--- config.mk ---
export PLATFORM = sky130hd
export DESIGN_NAME = playfair_encryptor
export DESIGN_NICKNAME = d
export VERILOG_FILES = /design/src/hw/rtl/pfe_pkg.sv /design/src/hw/rtl/pfe_ram.sv /design/src/hw/rtl/pfe_front.sv /design/src/hw/rtl/pfe_queue.sv /design/src/hw/rtl/pfe_back.sv /design/src/hw/rtl/playfair_encryptor.sv
export SDC_FILE = /design/constraint.sdc
export NUM_CORES = 1
export LEC_CHECK = 0
export BUFFER_PORTS_ARGS = -buffer_cell sky130_fd_sc_hd__buf_2
export CAP_MARGIN = 20
export CORE_AREA = 2 2 148 222
export DETAILED_ROUTE_END_ITERATION = 12
export DIE_AREA = 0 0 150 224
export GPL_ROUTABILITY_DRIVEN = 0
export PLACE_DENSITY = 0.85
export SLEW_MARGIN = 15
export SYNTH_ARGS = -nofsm -noshare
export SYNTH_HDL_FRONTEND = slang
export SYNTH_SLANG_ARGS = --single-unit
--- constraint.sdc ---
create_clock -name clock -period 11.5 [get_ports clock]
set_clock_uncertainty 0.15 [all_clocks]
set_input_delay 2.3 -clock clock [delete_from_list [all_inputs] [get_ports clock]]
set_output_delay 2.3 -clock clock [all_outputs]
set_load 0.005 [all_outputs]
--- src/hw/rtl/pfe_pkg.sv ---
// Shared types and constants of the Playfair encryptor.
// No dependencies; every other file of the block but pfe_ram imports this package.
package pfe_pkg;

   localparam int LETTER_W = 5;

   typedef logic [LETTER_W-1:0] letter_type;

   // Item kinds carried on the request side
   typedef enum logic [1:0] {
      OP_KEY    = 2'd0,
      OP_FINISH = 2'd1,
      OP_PLAIN  = 2'd2,
      OP_END    = 2'd3
   } op_type;

   localparam letter_type LTR_A       = 5'd0;
   localparam letter_type LTR_I       = 5'd8;
   localparam letter_type LTR_J       = 5'd9;
   localparam letter_type LTR_X       = 5'd23;
   localparam letter_type LTR_Z       = 5'd25;
   localparam letter_type NUM_LETTERS = 5'd26;
   localparam letter_type NUM_CELLS   = 5'd25;

   // One unit of work from the front end to the back end
   typedef struct packed {
      letter_type first;
      letter_type second;
      logic       pair;
      logic       eom;
      logic       not_ready;
   } job_type;

endpackage

--- src/hw/rtl/pfe_ram.sv ---
// Generic RAM: one write port, two registered read ports.
// No dependencies.
module pfe_ram #(
   parameter int WIDTH = 5,
   parameter int DEPTH = 25
) (
   input  logic                     clock,
   input  logic                     wr_en,
   input  logic [$clog2(DEPTH)-1:0] wr_addr,
   input  logic [WIDTH-1:0]         wr_data,
   input  logic                     rd_en,
   input  logic [$clog2(DEPTH)-1:0] rd_addr_a,
   input  logic [$clog2(DEPTH)-1:0] rd_addr_b,
   output logic [WIDTH-1:0]         rd_data_a,
   output logic [WIDTH-1:0]         rd_data_b
);

   logic [WIDTH-1:0] mem_ff [DEPTH];
   logic [WIDTH-1:0] rd_a_ff;
   logic [WIDTH-1:0] rd_b_ff;

   always_ff @(posedge clock) begin
      if (wr_en) begin
         mem_ff[wr_addr] <= wr_data;
      end
      if (rd_en) begin
         rd_a_ff <= mem_ff[rd_addr_a];
         rd_b_ff <= mem_ff[rd_addr_b];
      end
   end

   assign rd_data_a = rd_a_ff;
   assign rd_data_b = rd_b_ff;

endmodule

--- src/hw/rtl/pfe_front.sv ---
// Front end: accepts items, builds the key square, forms digraphs.
// Depends on pfe_pkg; drives the write ports of both RAMs and the job queue.
module pfe_front
   import pfe_pkg::*;
(
   input  logic       clock,
   input  logic       reset,
   input  logic       req_valid,
   output logic       req_ready,
   input  logic [1:0] req_op,
   input  letter_type req_letter,
   input  logic       q_full,
   output logic       q_push,
   output job_type    q_job,
   output logic       ram_we,
   output letter_type key_wr_addr,
   output letter_type key_wr_data,
   output letter_type pos_wr_addr,
   output letter_type pos_wr_data
);

   typedef enum logic [1:0] {
      FS_RUN  = 2'b01,
      FS_FILL = 2'b10
   } front_state_type;

   front_state_type state_ff, state_in;
   logic [NUM_LETTERS-1:0] used_ff, used_in;
   letter_type fill_cnt_ff, fill_cnt_in;
   letter_type fill_ltr_ff, fill_ltr_in;
   logic       sq_ready_ff, sq_ready_in;
   letter_type held_ff, held_in;
   logic       held_vld_ff, held_vld_in;

   op_type     op;
   letter_type ltr;
   letter_type cand;
   logic       fire;
   logic       is_letter;
   logic       cand_ok;
   logic       place;

   assign op        = op_type'(req_op);
   assign ltr       = (req_letter == LTR_J) ? LTR_I : req_letter;
   assign is_letter = ltr < NUM_LETTERS;
   assign req_ready = (state_ff == FS_RUN) && !q_full;
   assign fire      = req_valid && req_ready;

   assign cand    = (state_ff == FS_FILL) ? fill_ltr_ff : ltr;
   assign cand_ok = (state_ff == FS_FILL) ? (fill_ltr_ff != LTR_J)
                  : (fire && op == OP_KEY && !sq_ready_ff && is_letter);
   assign place   = cand_ok && !used_ff[cand] && (fill_cnt_ff < NUM_CELLS);

   // Key square cell and letter position are written together
   assign ram_we      = place;
   assign key_wr_addr = fill_cnt_ff;
   assign key_wr_data = cand;
   assign pos_wr_addr = cand;
   assign pos_wr_data = fill_cnt_ff;

   always_comb begin
      state_in    = state_ff;
      used_in     = used_ff;
      fill_cnt_in = fill_cnt_ff;
      fill_ltr_in = fill_ltr_ff;
      sq_ready_in = sq_ready_ff;
      held_in     = held_ff;
      held_vld_in = held_vld_ff;
      q_push      = 1'b0;
      q_job       = '0;

      if (place) begin
         used_in[cand] = 1'b1;
         fill_cnt_in   = fill_cnt_ff + 5'd1;
      end

      case (state_ff)
         FS_FILL: begin
            // Walk the alphabet once, then the square is complete
            fill_ltr_in = fill_ltr_ff + 5'd1;
            if (fill_ltr_ff == LTR_Z) begin
               sq_ready_in = 1'b1;
               state_in    = FS_RUN;
            end
         end
         FS_RUN: begin
            if (fire) begin
               case (op)
                  OP_FINISH: begin
                     if (!sq_ready_ff) begin
                        state_in    = FS_FILL;
                        fill_ltr_in = LTR_A;
                     end
                  end
                  OP_PLAIN: begin
                     if (is_letter) begin
                        if (!sq_ready_ff) begin
                           q_push          = 1'b1;
                           q_job.not_ready = 1'b1;
                        end else if (!held_vld_ff) begin
                           held_in     = ltr;
                           held_vld_in = 1'b1;
                        end else if (held_ff == ltr) begin
                           // Split a doubled letter; it still starts the next pair
                           q_push       = 1'b1;
                           q_job.pair   = 1'b1;
                           q_job.first  = held_ff;
                           q_job.second = LTR_X;
                        end else begin
                           q_push       = 1'b1;
                           q_job.pair   = 1'b1;
                           q_job.first  = held_ff;
                           q_job.second = ltr;
                           held_vld_in  = 1'b0;
                        end
                     end
                  end
                  OP_END: begin
                     q_push          = 1'b1;
                     q_job.eom       = 1'b1;
                     q_job.not_ready = !sq_ready_ff;
                     q_job.pair      = sq_ready_ff && held_vld_ff;
                     q_job.first     = held_ff;
                     q_job.second    = LTR_Z;
                     held_vld_in     = 1'b0;
                     held_in         = LTR_A;
                  end
                  default: begin
                     // Key letters are placed above
                  end
               endcase
            end
         end
         default: begin
            state_in = FS_RUN;
         end
      endcase
   end

   always_ff @(posedge clock) begin
      if (reset) begin
         state_ff    <= FS_RUN;
         used_ff     <= '0;
         fill_cnt_ff <= '0;
         fill_ltr_ff <= '0;
         sq_ready_ff <= 1'b0;
         held_ff     <= '0;
         held_vld_ff <= 1'b0;
      end else begin
         state_ff    <= state_in;
         used_ff     <= used_in;
         fill_cnt_ff <= fill_cnt_in;
         fill_ltr_ff <= fill_ltr_in;
         sq_ready_ff <= sq_ready_in;
         held_ff     <= held_in;
         held_vld_ff <= held_vld_in;
      end
   end

endmodule

--- src/hw/rtl/pfe_queue.sv ---
// Two-entry job queue between front end and back end.
// Depends on pfe_pkg for the job type.
module pfe_queue
   import pfe_pkg::*;
(
   input  logic    clock,
   input  logic    reset,
   input  logic    push,
   input  job_type push_job,
   input  logic    pop,
   output job_type head_job,
   output logic    empty,
   output logic    full
);

   localparam int DEPTH = 2;
   localparam int PTR_W = $clog2(DEPTH);

   job_type              entry_ff [DEPTH];
   logic [PTR_W-1:0]     wr_ptr_ff, wr_ptr_in;
   logic [PTR_W-1:0]     rd_ptr_ff, rd_ptr_in;
   logic [PTR_W:0]       count_ff, count_in;

   assign empty    = (count_ff == '0);
   assign full     = (count_ff == (PTR_W+1)'(DEPTH));
   assign head_job = entry_ff[rd_ptr_ff];

   always_comb begin
      wr_ptr_in = push ? wr_ptr_ff + 1'b1 : wr_ptr_ff;
      rd_ptr_in = pop  ? rd_ptr_ff + 1'b1 : rd_ptr_ff;
      count_in  = count_ff;
      if (push && !pop) begin
         count_in = count_ff + 1'b1;
      end else if (pop && !push) begin
         count_in = count_ff - 1'b1;
      end
   end

   always_ff @(posedge clock) begin
      if (push) begin
         entry_ff[wr_ptr_ff] <= push_job;
      end
      if (reset) begin
         wr_ptr_ff <= '0;
         rd_ptr_ff <= '0;
         count_ff  <= '0;
      end else begin
         wr_ptr_ff <= wr_ptr_in;
         rd_ptr_ff <= rd_ptr_in;
         count_ff  <= count_in;
      end
   end

endmodule

--- src/hw/rtl/pfe_back.sv ---
// Back end: looks up cell positions, applies the Playfair rules, holds the result.
// Depends on pfe_pkg; reads both RAMs and pops the job queue.
module pfe_back
   import pfe_pkg::*;
(
   input  logic       clock,
   input  logic       reset,
   input  job_type    head_job,
   input  logic       q_empty,
   output logic       q_pop,
   output logic       pos_rd_en,
   output letter_type pos_rd_addr_a,
   output letter_type pos_rd_addr_b,
   input  letter_type pos_rd_data_a,
   input  letter_type pos_rd_data_b,
   output logic       key_rd_en,
   output letter_type key_rd_addr_a,
   output letter_type key_rd_addr_b,
   input  letter_type key_rd_data_a,
   input  letter_type key_rd_data_b,
   output logic       rsp_valid,
   input  logic       rsp_ready,
   output letter_type rsp_first,
   output letter_type rsp_second,
   output logic       rsp_pair,
   output logic       rsp_eom,
   output logic       rsp_not_ready
);

   typedef enum logic [2:0] {
      BS_IDLE = 3'b001,
      BS_POS  = 3'b010,
      BS_KEY  = 3'b100
   } back_state_type;

   typedef struct packed {
      logic [2:0] row;
      logic [2:0] col;
   } cell_type;

   // Split a cell index 0..24 into row and column
   function automatic cell_type to_cell(letter_type p);
      cell_type c;
      logic [2:0] r;
      letter_type base;
      if (p >= 5'd20) begin
         r = 3'd4;
      end else if (p >= 5'd15) begin
         r = 3'd3;
      end else if (p >= 5'd10) begin
         r = 3'd2;
      end else if (p >= 5'd5) begin
         r = 3'd1;
      end else begin
         r = 3'd0;
      end
      base  = {r, 2'b00} + {2'b00, r};
      c.row = r;
      c.col = 3'(p - base);
      return c;
   endfunction

   function automatic letter_type from_cell(logic [2:0] r, logic [2:0] c);
      return {r, 2'b00} + {2'b00, r} + {2'b00, c};
   endfunction

   function automatic logic [2:0] wrap_inc(logic [2:0] v);
      return (v == 3'd4) ? 3'd0 : v + 3'd1;
   endfunction

   back_state_type state_ff, state_in;
   logic           eom_ff, eom_in;
   logic           out_vld_ff, out_vld_in;
   letter_type     first_ff, first_in;
   letter_type     second_ff, second_in;
   logic           pair_ff, pair_in;
   logic           eom_out_ff, eom_out_in;
   logic           nr_ff, nr_in;

   cell_type       c1, c2;
   logic           out_free;

   assign out_free      = !out_vld_ff || rsp_ready;
   assign c1            = to_cell(pos_rd_data_a);
   assign c2            = to_cell(pos_rd_data_b);
   assign pos_rd_addr_a = head_job.first;
   assign pos_rd_addr_b = head_job.second;

   always_comb begin
      state_in      = state_ff;
      eom_in        = eom_ff;
      out_vld_in    = out_vld_ff && !rsp_ready;
      first_in      = first_ff;
      second_in     = second_ff;
      pair_in       = pair_ff;
      eom_out_in    = eom_out_ff;
      nr_in         = nr_ff;
      q_pop         = 1'b0;
      pos_rd_en     = 1'b0;
      key_rd_en     = 1'b0;
      key_rd_addr_a = from_cell(c1.row, c2.col);
      key_rd_addr_b = from_cell(c2.row, c1.col);

      if (c1.row == c2.row) begin
         key_rd_addr_a = from_cell(c1.row, wrap_inc(c1.col));
         key_rd_addr_b = from_cell(c2.row, wrap_inc(c2.col));
      end else if (c1.col == c2.col) begin
         key_rd_addr_a = from_cell(wrap_inc(c1.row), c1.col);
         key_rd_addr_b = from_cell(wrap_inc(c2.row), c2.col);
      end

      case (state_ff)
         BS_IDLE: begin
            if (!q_empty) begin
               if (head_job.pair) begin
                  q_pop     = 1'b1;
                  pos_rd_en = 1'b1;
                  eom_in    = head_job.eom;
                  state_in  = BS_POS;
               end else if (out_free) begin
                  // Status-only result goes straight to the output register
                  q_pop      = 1'b1;
                  out_vld_in = 1'b1;
                  first_in   = LTR_A;
                  second_in  = LTR_A;
                  pair_in    = 1'b0;
                  eom_out_in = head_job.eom;
                  nr_in      = head_job.not_ready;
               end
            end
         end
         BS_POS: begin
            key_rd_en = 1'b1;
            state_in  = BS_KEY;
         end
         BS_KEY: begin
            if (out_free) begin
               out_vld_in = 1'b1;
               first_in   = key_rd_data_a;
               second_in  = key_rd_data_b;
               pair_in    = 1'b1;
               eom_out_in = eom_ff;
               nr_in      = 1'b0;
               state_in   = BS_IDLE;
            end
         end
         default: begin
            state_in = BS_IDLE;
         end
      endcase
   end

   always_ff @(posedge clock) begin
      eom_ff     <= eom_in;
      first_ff   <= first_in;
      second_ff  <= second_in;
      pair_ff    <= pair_in;
      eom_out_ff <= eom_out_in;
      nr_ff      <= nr_in;
      if (reset) begin
         state_ff   <= BS_IDLE;
         out_vld_ff <= 1'b0;
      end else begin
         state_ff   <= state_in;
         out_vld_ff <= out_vld_in;
      end
   end

   assign rsp_valid     = out_vld_ff;
   assign rsp_first     = first_ff;
   assign rsp_second    = second_ff;
   assign rsp_pair      = pair_ff;
   assign rsp_eom       = eom_out_ff;
   assign rsp_not_ready = nr_ff;

endmodule

--- src/hw/rtl/playfair_encryptor.sv ---
// Top level of the Playfair encryptor: front end, job queue, back end, two RAMs.
// Depends on pfe_pkg, pfe_ram, pfe_front, pfe_queue and pfe_back.
//
// Stream in key letters (kind 0), then one finish item (kind 1), then
// plaintext letters (kind 2) and an end-of-message item (kind 3). Letter
// codes are a=0..z=25; j counts as i; codes 26..31 are spaces and give
// nothing. Key letters go into the 5x5 square in first-seen order; the finish
// item fills the rest alphabetically, skipping j, and no item is accepted
// while it does so. Plaintext pairs into digraphs: a doubled letter is split
// by x and the repeated letter starts the next pair; a lone letter at the
// end is paired with z. Each digraph gives one transfer carrying the two
// ciphertext letters with pair_valid set. Plaintext before the square is
// finished gives a transfer with not_ready set; end of message always gives
// one transfer with tlast set. Key and plaintext items are taken one per
// cycle while the two-entry job queue has room; the back end works on one
// digraph at a time in three steps (position lookup, key-square lookup,
// result register) and, while idle, passes one status-only transfer per
// cycle while the receiver takes them. The result register lets the next
// digraph be worked on while one still waits for rsp_tready.
module playfair_encryptor
   import pfe_pkg::*;
(
   input  logic        clock,
   input  logic        reset,
   input  logic        req_tvalid,
   output logic        req_tready,
   input  logic [7:0]  req_tdata,   // [4:0] letter, [7:5] zero
   input  logic [1:0]  req_tuser,   // [1:0] op
   output logic        rsp_tvalid,
   input  logic        rsp_tready,
   output logic [15:0] rsp_tdata,   // [4:0] cipher_first, [9:5] cipher_second, [15:10] zero
   output logic [1:0]  rsp_tuser,   // [0] pair_valid, [1] not_ready
   output logic        rsp_tlast    // end_of_message
);

   job_type    push_job, head_job;
   logic       q_push, q_pop, q_empty, q_full;
   logic       ram_we;
   letter_type key_wr_addr, key_wr_data, pos_wr_addr, pos_wr_data;
   logic       pos_rd_en, key_rd_en;
   letter_type pos_rd_addr_a, pos_rd_addr_b, pos_rd_data_a, pos_rd_data_b;
   letter_type key_rd_addr_a, key_rd_addr_b, key_rd_data_a, key_rd_data_b;
   letter_type rsp_first, rsp_second;
   logic       rsp_pair, rsp_eom, rsp_not_ready;

   // Classify items, build the square, form digraphs
   pfe_front u_front (
      .clock       (clock),
      .reset       (reset),
      .req_valid   (req_tvalid),
      .req_ready   (req_tready),
      .req_op      (req_tuser),
      .req_letter  (req_tdata[LETTER_W-1:0]),
      .q_full      (q_full),
      .q_push      (q_push),
      .q_job       (push_job),
      .ram_we      (ram_we),
      .key_wr_addr (key_wr_addr),
      .key_wr_data (key_wr_data),
      .pos_wr_addr (pos_wr_addr),
      .pos_wr_data (pos_wr_data)
   );

   // Decouple the two halves so each can stall on its own
   pfe_queue u_queue (
      .clock    (clock),
      .reset    (reset),
      .push     (q_push),
      .push_job (push_job),
      .pop      (q_pop),
      .head_job (head_job),
      .empty    (q_empty),
      .full     (q_full)
   );

   // Letter -> cell index
   pfe_ram #(
      .WIDTH (5),
      .DEPTH (26)
   ) u_pos_ram (
      .clock     (clock),
      .wr_en     (ram_we),
      .wr_addr   (pos_wr_addr),
      .wr_data   (pos_wr_data),
      .rd_en     (pos_rd_en),
      .rd_addr_a (pos_rd_addr_a),
      .rd_addr_b (pos_rd_addr_b),
      .rd_data_a (pos_rd_data_a),
      .rd_data_b (pos_rd_data_b)
   );

   // Cell index -> letter
   pfe_ram #(
      .WIDTH (5),
      .DEPTH (25)
   ) u_key_ram (
      .clock     (clock),
      .wr_en     (ram_we),
      .wr_addr   (key_wr_addr),
      .wr_data   (key_wr_data),
      .rd_en     (key_rd_en),
      .rd_addr_a (key_rd_addr_a),
      .rd_addr_b (key_rd_addr_b),
      .rd_data_a (key_rd_data_a),
      .rd_data_b (key_rd_data_b)
   );

   // Encrypt and hold the result for the response side
   pfe_back u_back (
      .clock         (clock),
      .reset         (reset),
      .head_job      (head_job),
      .q_empty       (q_empty),
      .q_pop         (q_pop),
      .pos_rd_en     (pos_rd_en),
      .pos_rd_addr_a (pos_rd_addr_a),
      .pos_rd_addr_b (pos_rd_addr_b),
      .pos_rd_data_a (pos_rd_data_a),
      .pos_rd_data_b (pos_rd_data_b),
      .key_rd_en     (key_rd_en),
      .key_rd_addr_a (key_rd_addr_a),
      .key_rd_addr_b (key_rd_addr_b),
      .key_rd_data_a (key_rd_data_a),
      .key_rd_data_b (key_rd_data_b),
      .rsp_valid     (rsp_tvalid),
      .rsp_ready     (rsp_tready),
      .rsp_first     (rsp_first),
      .rsp_second    (rsp_second),
      .rsp_pair      (rsp_pair),
      .rsp_eom       (rsp_eom),
      .rsp_not_ready (rsp_not_ready)
   );

   assign rsp_tdata = {6'd0, rsp_second, rsp_first};
   assign rsp_tuser = {rsp_not_ready, rsp_pair};
   assign rsp_tlast = rsp_eom;

   // Never pop an empty queue
   assert property (@(posedge clock) disable iff (reset) q_pop |-> !q_empty)
      else $error("job queue popped while empty");

   // Front end never pushes into a full queue
   assert property (@(posedge clock) disable iff (reset) q_push |-> !q_full)
      else $error("job queue pushed while full");

   // A digraph result never also flags an unfinished square
   assert property (@(posedge clock) disable iff (reset)
      rsp_tvalid |-> !(rsp_tuser[0] && rsp_tuser[1]))
      else $error("pair_valid and not_ready both set");

   // Status-only results carry zero letters
   assert property (@(posedge clock) disable iff (reset)
      (rsp_tvalid && !rsp_tuser[0]) |-> (rsp_tdata[9:0] == 10'd0))
      else $error("cipher letters nonzero without a pair");

endmodule

==> results of run 1 <==
## how the worst max path moves through the flow
stage | depth (start not counted) | endpoint | slack (ps)
finish | 19 | u_key_ram.rd_data_a[3]$_DFFE_PP_ | 4880
global route | 19 | u_key_ram.rd_data_a[3]$_DFFE_PP_ | 4520
global placement | 14 | u_pos_ram.mem_ff[15][0]$_DFFE_PP_ | 4670
detailed placement | 14 | u_pos_ram.mem_ff[15][0]$_DFFE_PP_ | 4570
floorplan | 10 | u_pos_ram.mem_ff[11][0]$_DFFE_PP_ | 5730
CTS | 19 | u_key_ram.rd_data_a[3]$_DFFE_PP_ | 5030
## state kept, by name (all words and copies together) (netlist names), 2 cells and up, named ones only
name                 flops
u_pos_ram.rd_data_a      5
u_queue.entry_ff        26
u_front.fill_ltr_ff      5
u_key_ram.mem_ff       125
u_key_ram.rd_data_b      5
u_back.state_ff          3
u_queue.count_ff         2
u_pos_ram.rd_data_b      5
u_back.rsp_second        5
u_pos_ram.mem_ff       130
u_front.used_ff         26
u_back.rsp_first         5
u_front.state_ff         2
u_front.held_ff          5
u_front.key_wr_addr      5
u_key_ram.rd_data_a      5
## routing by layer
layer  part of all wire, %  vias to the layer above
met5                     0                        -
met4                   7.2                        0
met3                   7.6                      205
met2                    53                      868
met1                    32                     6284
li1                      -                     5586
## area by class of cell
class	count	area share [%]
repair buffers	58	1.87
flip-flops and latches	369	51.4
inverters	45	0.823
multi-input cells	971	37.4
clock buffers	46	4.87
clock inverters	18	1.16
well taps	410	2.50
## kinds of logic (layout without fill, tap and decap cells)
family,count (synthesis),in the layout,share of synthesized area [%]
AND/OR/NAND/NOR,448,448,11.7
flip-flops,369,369,56.3
AO/OA/AOI/OAI,277,277,10.1
multiplexers,167,167,13.9
buffers and inverters,127,167,3.22
adder cells (fa/ha/maj),48,48,3.60
XOR/XNOR,25,25,1.17
other,1,6,0.0200
## cells in the mapped netlist (all sizes together) (12+ instances only)
master  instances  share of area, %
nor3           18              0.48
nor2b          21              0.70
mux2i          70               3.7
edfxtp        315                51
a21oi          83               2.3
dfxtp          54               5.8
nor2          103               2.1
nand2         179               3.6
clkbuf         43              0.86
buf            39               1.5
nor4           15              0.50
o21ba          16              0.86
and3           20              0.67
a22oi          28               1.1
xnor2          12              0.56
mux4           72               8.7
o22ai          25              0.87
xor2           13              0.61
a211oi         12              0.66
a31oi          14              0.47
o211ai         14              0.56
o21ai          31              0.83
nand3          13              0.35
and2           24              0.80
inv            45              0.90
mux2           25               1.5
ha             37               2.5
## through the flow
| stage | worst slack, ps | cell area, µm² | utilization (%) | hold slack [ps] | instances |
|---|---|---|---|---|---|
| after floorplan | 5730 | 18700 | - | 279 | 1467 |
| after global placement | 4670 | 19200 | 60.9 | 290 | 1851 |
| after detailed placement | 4570 | 19300 | 60.9 | 309 | 1852 |
| after CTS | 5030 | 20500 | 64.8 | 320 | 1916 |
| after global routing | 4520 | 20500 | 64.9 | 348 | 1917 |
| final | 4880 | 20500 | 64.9 | 323 | 1917 |
## critical path, cell delays in order, from the launching register on
cell       delay (ps)
edfxtp_1          490
maj3_1            410
a211oi_2          500
nor2b_1           220
ha_1              230
inv_1              70
fa_1              230
inv_1              60
a2111oi_0         420
or3_4             240
inv_1             110
fa_1              580
inv_1              70
fa_1              540
a211o_1           190
and2_1            760
a21oi_1           190
a22oi_1           240
o22ai_1           180
nor4b_2           500
==> out/qor.yml, run 1 <==
outcome:
  status: "finished, final reports clean"
min_path:
  worstHoldStart: "u_front.used_ff[17]$_SDFFE_PP0P_"
  hold_depth: 2
  min-delay-path-class: "reg -> reg"
  hold_end: "u_front.used_ff[17]$_SDFFE_PP0P_"
cts:
  cts-root-buf: "clkbuf_16"
  numCtsBuffers: 35
  cts_buffer_depth: 3
  ctsResizeCount: 0
  clock_latency_ps: 540
  cts_sinks: 369
  cts_max_level: 2
  cts_tree: "yes"
  post-cts-setup-buffers: 0
  cts.reportedPaths.clkPinSlew_ps: 60
  cts_hold_buf: 0
yosys:
  syn_avg_cell_area_um2: 12.8
  synthCells: 1462
  yosys_warnings: 0
  ys_seq_elements: 369
  synth_edf_count: 315
  ys_seq_area_share_pct: 56.3
  synth_area_mm2: 0.0187
  ys.flop_type: "edfxtp_1"
  synth-async-reset-ratio_pct: 0
  synth.distinct_cells: 79
grt:
  grt.busiest_layer: "met2"
  use_met2_pct: 49.8
  grt_max_degree: 54
  grt.overflow.total: 0
  grt_pass1_vias: 13100
  antenna_found_initial: 0
  grt_usage_pct: 28.1
  use_met1_pct: 30.8
  grt_pass1_wl_um: 71900
  grtUsageMet3_pct: 4.22
final_layout:
  multi_input_area_mm2: 0.00768
  syn2layout_area_growth_pct: 9.67
  drive_gt1_share_pct: 17.5
  nFillCells: 2183
  n_antenna_cell: 0
  final_cell_mix: "315 x edfxtp_1, 177 x nand2_1, 100 x nor2_1, 81 x a21oi_1, 72 x mux4_2"
  layout_commonest_cell: "edfxtp_1"
  register_area_mm2: 0.0105
  fin_nets: 1541
detailed_routing:
  dr.first_iter.drc_count: 1728
  routedWlPerCell_um: 24.3
  drc: 0
  vias: 12900
  drt-total-wl_um: 46600
  drtPass1Iterations: 6
  drtAntennaViolNets: 0
  via_per_inst: 6.75
die:
  die_w_um: 150
  ios: 35
  initial_core_util_pct: 59.2
  floorplan.rows: 80
  core-area_mm2: 0.0316
  die_height_um: 224
  die_area_mm2: 0.0336
place:
  dpl.hpwl_um: 31000
  port_buffers: 25
timing:
  finalHoldViolations: 0
  setup_violations: 0
  drv_slew: 0
  fmax_ghz: 0.151
  tns_ps: 0
  timing_worst_slew_pin_value_ps: 1110
  rsz0062_at_grt: "false"
  finalCritPeriodShare_pct: 57.6
  period_minus_slack_ps: 6620
  slew_headroom_pct: 23.9
worst_setup_path:
  rr_worst_depth: 19
  worstPathRequired_ps: 11640
  r2r_end: "u_key_ram.rd_data_a[3]$_DFFE_PP_"
  rrSetupSlack_ps: 4880
  cp.arrival_ps: 6760
  critPathKind: "reg -> reg"
  critPathLaunchType: "register"
  end_kind: "register"
  r2r_start: "u_pos_ram.rd_data_a[1]$_DFFE_PP_"
  critPathMaxFanout: 20
  crit_start: "u_pos_ram.rd_data_a[1]$_DFFE_PP_"
run:
  drv_cap: 0
Power of run 1 is left out: the tool's default activity adds up to more than one toggle a clock period on the data nets, which glitch-free logic cannot reach.
==> run 2, diff against run 1 <==
Settings changed: CORE_AREA 2 2 148 222 to 2 2 151 227, DIE_AREA 0 0 150 224 to 0 0 153 229.
Clock period 11.5 ns to 5.48 ns, I/O delays scaled along.
==> run 2 against run 1 <==
Net effect:
- global-route usage fell by 2.4 points
- final cell count rose by 2.6%
- non-clock buffer count rose by 46
- fmax rose by 24%
- sequential cell count did not move
==> out/qor.yml, run 2 (synthesis results as in run 1) <==
outcome:
  status: "finished, final reports clean"  # unchanged
detailed_routing:
  drt-total-wl_um: 46400  # was 46600 µm
  vias: 12900  # about the same
  drc: 0  # unchanged
  routedWlPerCell_um: 23.6  # was 24.3 µm
  drtPass1Iterations: 6  # unchanged
  drtAntennaViolNets: 0  # unchanged
  dr.first_iter.drc_count: 1532  # was 1728
  via_per_inst: 6.57  # was 6.75
grt:
  grt_usage_pct: 25.7  # was 28.1%
  antenna_found_initial: 0  # unchanged
  grt.busiest_layer: "met2"  # unchanged
  grt_pass1_wl_um: 70300  # was 71900 µm
  grtUsageMet3_pct: 3.16  # was 4.22%
  use_met2_pct: 48.4  # was 49.8%
  grt.overflow.total: 0  # unchanged
  use_met1_pct: 27.3  # was 30.8%
  grt_max_degree: 54  # unchanged
  grt_pass1_vias: 13100  # about the same
timing:
  finalHoldViolations: 0  # unchanged
  drv_slew: 0  # unchanged
  tns_ps: 0  # unchanged
  whs_ps: 325  # was 323 ps
  finalCritPeriodShare_pct: 97.8  # was 57.6%
  rsz0062_at_grt: "true"  # was false
  timing_worst_slew_pin_value_ps: 1110  # about the same
  setup_violations: 0  # unchanged
  slew_headroom_pct: 25.5  # was 23.9%
  fmax_ghz: 0.187  # was 0.151 GHz
  period_minus_slack_ps: 5360  # was 6620 ps
worst_setup_path:
  cp.arrival_ps: 5540  # was 6760 ps
  end_kind: "register"  # unchanged
  max_stage_delay_ps: 440  # was 760 ps
  critPathLaunchType: "register"  # unchanged
  cp_slowest_cell: "fa_1"  # was and2_1
  r2r_end: "u_key_ram.rd_data_a[0]$_DFFE_PP_"  # was u_key_ram.rd_data_a[3]$_DFFE_PP_
  rr_worst_depth: 20  # was 19
  critPathMaxFanout: 4  # was 20
  r2r_start: "u_pos_ram.rd_data_a[1]$_DFFE_PP_"  # unchanged
  worstPathRequired_ps: 5670  # was 11640 ps
  rrSetupSlack_ps: 120  # was 4880 ps
  crit_family: "compound AO/OA/AOI/OAI gates"  # was adder cells
  critPathKind: "reg -> reg"  # unchanged
  crit_cells: 20  # was 19
  cp_num_buf_inv: 2  # was 4
  path_cells: "maj3_1, a211oi_2, nor2b_1, ha_1, inv_1, fa_2, nor2_1, a221o_1, or3_4, inv_1, fa_1, ha_1, a21o_1, a21oi_1, xor2_1, a21oi_2, o211a_1, nand2_2, o22ai_1, nor4b_2"  # was maj3_1, a211oi_2, nor2b_1, ha_1, inv_1, fa_1, inv_1, a2111oi_0, or3_4, inv_1, fa_1, inv_1, fa_1, a211o_1, and2_1, a21oi_1, a22oi_1, o22ai_1, nor4b_2
place:
  dpl.hpwl_um: 31500  # was 31000 µm
  port_buffers: 25  # unchanged
cts:
  cts_buffer_depth: 3  # unchanged
  cts_hold_buf: 0  # unchanged
  clock_latency_ps: 600  # was 540 ps
  cts_tree: "yes"  # unchanged
  numCtsBuffers: 31  # was 35
  cts.reportedPaths.clkPinSlew_ps: 70  # was 60 ps
  cts_max_level: 1  # was 2
  cts-root-buf: "clkbuf_16"  # unchanged
  cts_sinks: 369  # unchanged
die:
  die_area_mm2: 0.0350  # was 0.0336 mm²
  floorplan.rows: 82  # was 80
  initial_core_util_pct: 56.5  # was 59.2%
  die_w_um: 153  # was 150 µm
  core-area_mm2: 0.0331  # was 0.0316 mm²
  ios: 35  # unchanged
  die_height_um: 229  # was 224 µm
run:
  drv_cap: 0  # unchanged
final_layout:
  drive_gt1_share_pct: 20.9  # was 17.5%
  regMostFlops: "u_pos_ram.mem_ff"  # unchanged
  layout_commonest_cell: "edfxtp_1"  # unchanged
  fin_nets: 1583  # was 1541
  reg_top3: "u_pos_ram.mem_ff (130), u_key_ram.mem_ff (125)"  # unchanged
  n_antenna_cell: 0  # unchanged
  largest_reg_flops: 130  # unchanged
  final_cell_mix: "315 x edfxtp_1, 173 x nand2_1, 101 x nor2_1, 80 x a21oi_1, 72 x mux4_2"  # was 315 x edfxtp_1, 177 x nand2_1, 100 x nor2_1, 81 x a21oi_1, 72 x mux4_2
  syn2layout_area_growth_pct: 11.9  # was 9.67%
  nFillCells: 2266  # was 2183
min_path:
  min-delay-path-class: "reg -> reg"  # unchanged
  hold_depth: 2  # unchanged
  worstHoldStart: "u_front.used_ff[17]$_SDFFE_PP0P_"  # unchanged
  hold_end: "u_front.used_ff[17]$_SDFFE_PP0P_"  # unchanged
run 2: changes by cell type in the layout (fill, tap and decap cells not counted), sizes merged:
cell	delta
clkbuf	-8
clkinv	-3
bufinv	-1
clkinvlp	+3
inv	+3
clkdlybuf4s15	-1
buf	+47
run 2: worst min-delay path, delay by kind of cell, from the launching register on:
family           cells  cell delay [ps]
flip-flops           1              330
AND/OR/NAND/NOR      1               70
AO/OA/AOI/OAI        1               50
run 2: how the worst max path moves through the flow:
stage / startpoint / to / slack, ps
3_3_place_gp: u_pos_ram.rd_data_a[1]$_DFFE_PP_ / u_key_ram.rd_data_a[3]$_DFFE_PP_ / 50
4_1_cts: u_pos_ram.rd_data_a[1]$_DFFE_PP_ / u_key_ram.rd_data_a[2]$_DFFE_PP_ / 40
6_report: u_pos_ram.rd_data_a[1]$_DFFE_PP_ / u_key_ram.rd_data_a[0]$_DFFE_PP_ / 120
5_1_grt: u_pos_ram.rd_data_a[1]$_DFFE_PP_ / u_key_ram.rd_data_a[0]$_DFFE_PP_ / -40
2_1_floorplan: u_pos_ram.rd_data_a[1]$_DFFE_PP_ / u_key_ram.rd_data_a[0]$_DFFE_PP_ / 150
3_5_place_dp: u_pos_ram.rd_data_b[1]$_DFFE_PP_ / u_key_ram.rd_data_b[0]$_DFFE_PP_ / -80
run 2: area by class of cell:
| type | instances | area, µm² | share of cell area (%) |
|---|---|---|---|
| clock buffer | 38 | 843 | 4.03 |
| clock inverter | 20 | 224 | 1.07 |
| inverter | 45 | 169 | 0.807 |
| multi-input combinational | 971 | 7760 | 37.1 |
| sequential | 369 | 10500 | 50.3 |
| tap | 420 | 526 | 2.51 |
| timing repair buffer | 104 | 873 | 4.17 |
run 2: stage by stage:
stage | setup WS, ps | std cells | area (µm²) | utilization, %
finish | 121 | 1967 | 20900 | 63.2
global route | -35.1 | 1967 | 20900 | 63.2
CTS | 39.6 | 1960 | 20800 | 62.7
detailed placement | -78.2 | 1902 | 19700 | 59.5
global placement | 53.8 | 1900 | 19600 | 59.3
floorplan | 149 | 1467 | 18700 | -
run 2: what timing repair did:
action	4_1_cts	5_1_grt
endpoints found under the setup margin	6	10
pin swaps	0	6
buffers inserted	0	2
resized for setup	2	22
gates cloned	0	0
run 2: per-layer routing:
layer  wire length [µm]  part of all wire [%]  up-vias
li1                   -                     -     5677
met1              15200                    33     6256
met2              25100                    54      791
met3               3280                   7.1      194
met4               2890                   6.2        0
met5                  0                     0        -
Power of run 2 is left out for the same reason.
==> run 3, diff against run 2 <==
Settings changed: ABC_AREA set to 1, CORE_AREA 2 2 151 227 to 3 3 156 234, DIE_AREA 0 0 153 229 to 0 0 159 237, PLACE_DENSITY 0.85 to 0.86.
==> run 3 against run 2 <==
Net effect:
- routed wire length grew 21%
- synthesized cell count grew 57%
- first-iteration DRC count grew 67%
- critical path type unchanged
- critical endpoint is now u_key_ram.rd_data_b[4]$_DFFE_PP_
- highest routed layer unchanged
==> out/qor.yml, run 3 <==
outcome:
  status: "finished, final reports clean"  # unchanged
detailed_routing:
  wl_met3_um: 5880  # was 3280 µm
  drtPass1Iterations: 8  # was 6
  via_per_inst: 6.31  # was 6.57
  drtAntennaViolNets: 0  # unchanged
  routedWlPerCell_um: 20.2  # was 23.6 µm
  met2WireLength_um: 27100  # was 25100 µm
  dr.first_iter.drc_count: 2554  # was 1532
  wirelength_met1_um: 17700  # was 15200 µm
  drt-total-wl_um: 56000  # was 46400 µm
  routed.top_layer: "met4"  # unchanged
  drc: 0  # unchanged
  vias: 17500  # was 12900
cts:
  cts-root-buf: "clkbuf_16"  # unchanged
  cts_tree: "yes"  # unchanged
  cts_max_level: 2  # was 1
  cts_buffer_depth: 3  # unchanged
  cts_sinks: 369  # unchanged
  cts.reportedPaths.clkPinSlew_ps: 70  # about the same
  clock_latency_ps: 540  # was 600 ps
  cts_hold_buf: 0  # unchanged
  numCtsBuffers: 35  # was 31
die:
  floorplan.rows: 84  # was 82
  core-area_mm2: 0.0349  # was 0.0331 mm²
  initial_core_util_pct: 57.6  # was 56.5%
  die_height_um: 237  # was 229 µm
  die_w_um: 159  # was 153 µm
  ios: 35  # unchanged
  die_area_mm2: 0.0377  # was 0.0350 mm²
yosys:
  synthCells: 2291  # was 1462
  yosys_warnings: 0  # unchanged
  ys_seq_area_share_pct: 52.5  # was 56.3%
  synth_edf_count: 315  # unchanged
  synth_area_mm2: 0.0201  # was 0.0187 mm²
  synth-async-reset-ratio_pct: 0  # unchanged
  ys.flop_type: "edfxtp_1"  # unchanged
  synth.most_common_cell: "nand3_1"  # was edfxtp_1
  synth_top_area_share_pct: 47.1  # was 50.5%
  netlist_top_cells_area: "edfxtp_1 47%, nand3_1 9.3%, nand2_1 6.8%"  # was edfxtp_1 51%, mux4_2 8.7%, dfxtp_1 5.8%
  ys_seq_elements: 369  # unchanged
  synth_area_leader_cell: "edfxtp_1"  # unchanged
  syn_avg_cell_area_um2: 8.77  # was 12.8 µm²
  synthTopCellsByCount: "373 x nand3_1, 363 x nand2_1, 315 x edfxtp_1"  # was 315 x edfxtp_1, 177 x nand2_1, 102 x nor2_1
  synth.distinct_cells: 51  # was 79
grt:
  grt_usage_pct: 28.9  # was 25.7%
  grt_pass1_wl_um: 87200  # was 70300 µm
  grt_pass1_vias: 17200  # was 13100
  antenna_found_initial: 0  # unchanged
  grt_max_degree: 54  # unchanged
  grt.overflow.total: 0  # unchanged
worst_setup_path:
  cp_slowest_cell: "fa_1"  # unchanged
  critPathMaxFanout: 15  # was 4
  crit_family: "adder cells"  # was compound AO/OA/AOI/OAI gates
  critPathLaunchType: "register"  # unchanged
  max_stage_delay_ps: 590  # was 440 ps
  cp_num_buf_inv: 5  # was 2
  cpMostUsedCell: "nand2_1"
  worstPathRequired_ps: 5620  # was 5670 ps
  end_kind: "register"  # unchanged
  cp.arrival_ps: 5310  # was 5540 ps
  critPathKind: "reg -> reg"  # unchanged
final_layout:
  final_cell_mix: "373 x nand3_1, 362 x nand2_1, 315 x edfxtp_1, 297 x inv_1, 202 x nor2_1"  # was 315 x edfxtp_1, 173 x nand2_1, 101 x nor2_1, 80 x a21oi_1, 72 x mux4_2
  reg_top3: "u_pos_ram.mem_ff (130), u_key_ram.mem_ff (125)"  # unchanged
  syn2layout_area_growth_pct: 7.62  # was 11.9%
  regMostFlops: "u_pos_ram.mem_ff"  # unchanged
  drive_gt1_share_pct: 8.12  # was 20.9%
  layout_commonest_cell: "nand3_1"  # was edfxtp_1
  fin_nets: 2339  # was 1583
  largest_reg_flops: 130  # unchanged
timing:
  setup_violations: 0  # unchanged
  finalCritPeriodShare_pct: 94.4  # was 97.8%
  fmax_ghz: 0.193  # was 0.187 GHz
  timing_worst_slew_pin_value_ps: 924  # was 1110 ps
  tns_ps: 0  # unchanged
  rsz0062_at_grt: "false"  # was true
  period_minus_slack_ps: 5170  # was 5360 ps
  drv_slew: 0  # unchanged
  slew_headroom_pct: 36.6  # was 25.5%
  finalHoldViolations: 0  # unchanged
place:
  port_buffers: 25  # unchanged
  dpl.hpwl_um: 36600  # was 31500 µm
run:
  drv_cap: 0  # unchanged
min_path:
  min-delay-path-class: "reg -> reg"  # unchanged
run 3: changes by cell type after synthesis, moves of 19 or more:
cell,change
mux2i_1,-68
and2_1,-24
nor2b_1,-21
a22oi_1,-28
a21oi_1,+24
inv_1,+255
nand2_1,+186
mux4_2,-72
o21ai_0,+168
o221ai_1,+27
nor2_1,+100
nand3_1,+360
and3_1,-20
mux2_2,-19
run 3: worst paths after layout:
kind         cells after the start  slack, ps                               end                              from
min                              2        310   u_front.used_ff[3]$_SDFFE_PP0P_   u_front.used_ff[3]$_SDFFE_PP0P_
min reg2reg                      2        310   u_front.used_ff[3]$_SDFFE_PP0P_   u_front.used_ff[3]$_SDFFE_PP0P_
max reg2reg                     25        310  u_key_ram.rd_data_b[4]$_DFFE_PP_  u_pos_ram.rd_data_b[2]$_DFFE_PP_
max                             25        310  u_key_ram.rd_data_b[4]$_DFFE_PP_  u_pos_ram.rd_data_b[2]$_DFFE_PP_
run 3: cells by family after synthesis:
family	synth area share, %
flip-flops	52.5
AND/OR/NAND/NOR	22.2
buffers and inverters	9.48
AO/OA/AOI/OAI	11.1
XOR/XNOR	1.05
other	0.0187
multiplexers	0.436
adder cells (fa/ha/maj)	3.30
run 3: repair_timing:
item	CTS	global route
resized for setup	0	8
buffers inserted	0	1
setup endpoints to repair	0	10
run 3: area by class of cell:
type                       count  area, µm²
inverter                     318       1200
antenna                        1       2.50
sequential                   369      10500
fill                        2682      13300
clock inverter                13        110
tap                          473        592
multi-input combinational   1484       7690
timing repair buffer          70        488
clock buffer                  50        995
run 3: metrics by stage:
| step | std cells | hold WS [ps] | utilization, % | area, µm² | setup slack (ps) |
|---|---|---|---|---|---|
| 2_1_floorplan | 2296 | 280 | - | 20100 | 1070 |
| 3_5_place_dp | 2711 | 302 | 58.7 | 20500 | 295 |
| 5_1_grt | 2777 | 328 | 62.0 | 21600 | 3.03 |
| 3_3_place_gp | 2709 | 296 | 58.5 | 20400 | 432 |
| 6_report | 2778 | 311 | 62.0 | 21600 | 306 |
| 4_1_cts | 2774 | 312 | 61.8 | 21600 | 234 |
run 3: per-layer routing:
layer | GRT usage [%] | up-vias
met2 | 49.3 | 1399
met1 | 31.1 | 7950
li1 | - | 7744
met4 | 23.9 | 0
met5 | 0 | -
met3 | 5.30 | 442
run 3: worst reg2reg max path, delay by kind of cell (launching register included):
kind | cells | cell delay [ps]
fa+ha+maj | 4 | 1610
buf+inv | 5 | 500
xor+xnor | 1 | 200
flops | 1 | 460
simple gates | 13 | 1420
compound gates | 2 | 600
Power of run 3 is left out for the same reason.
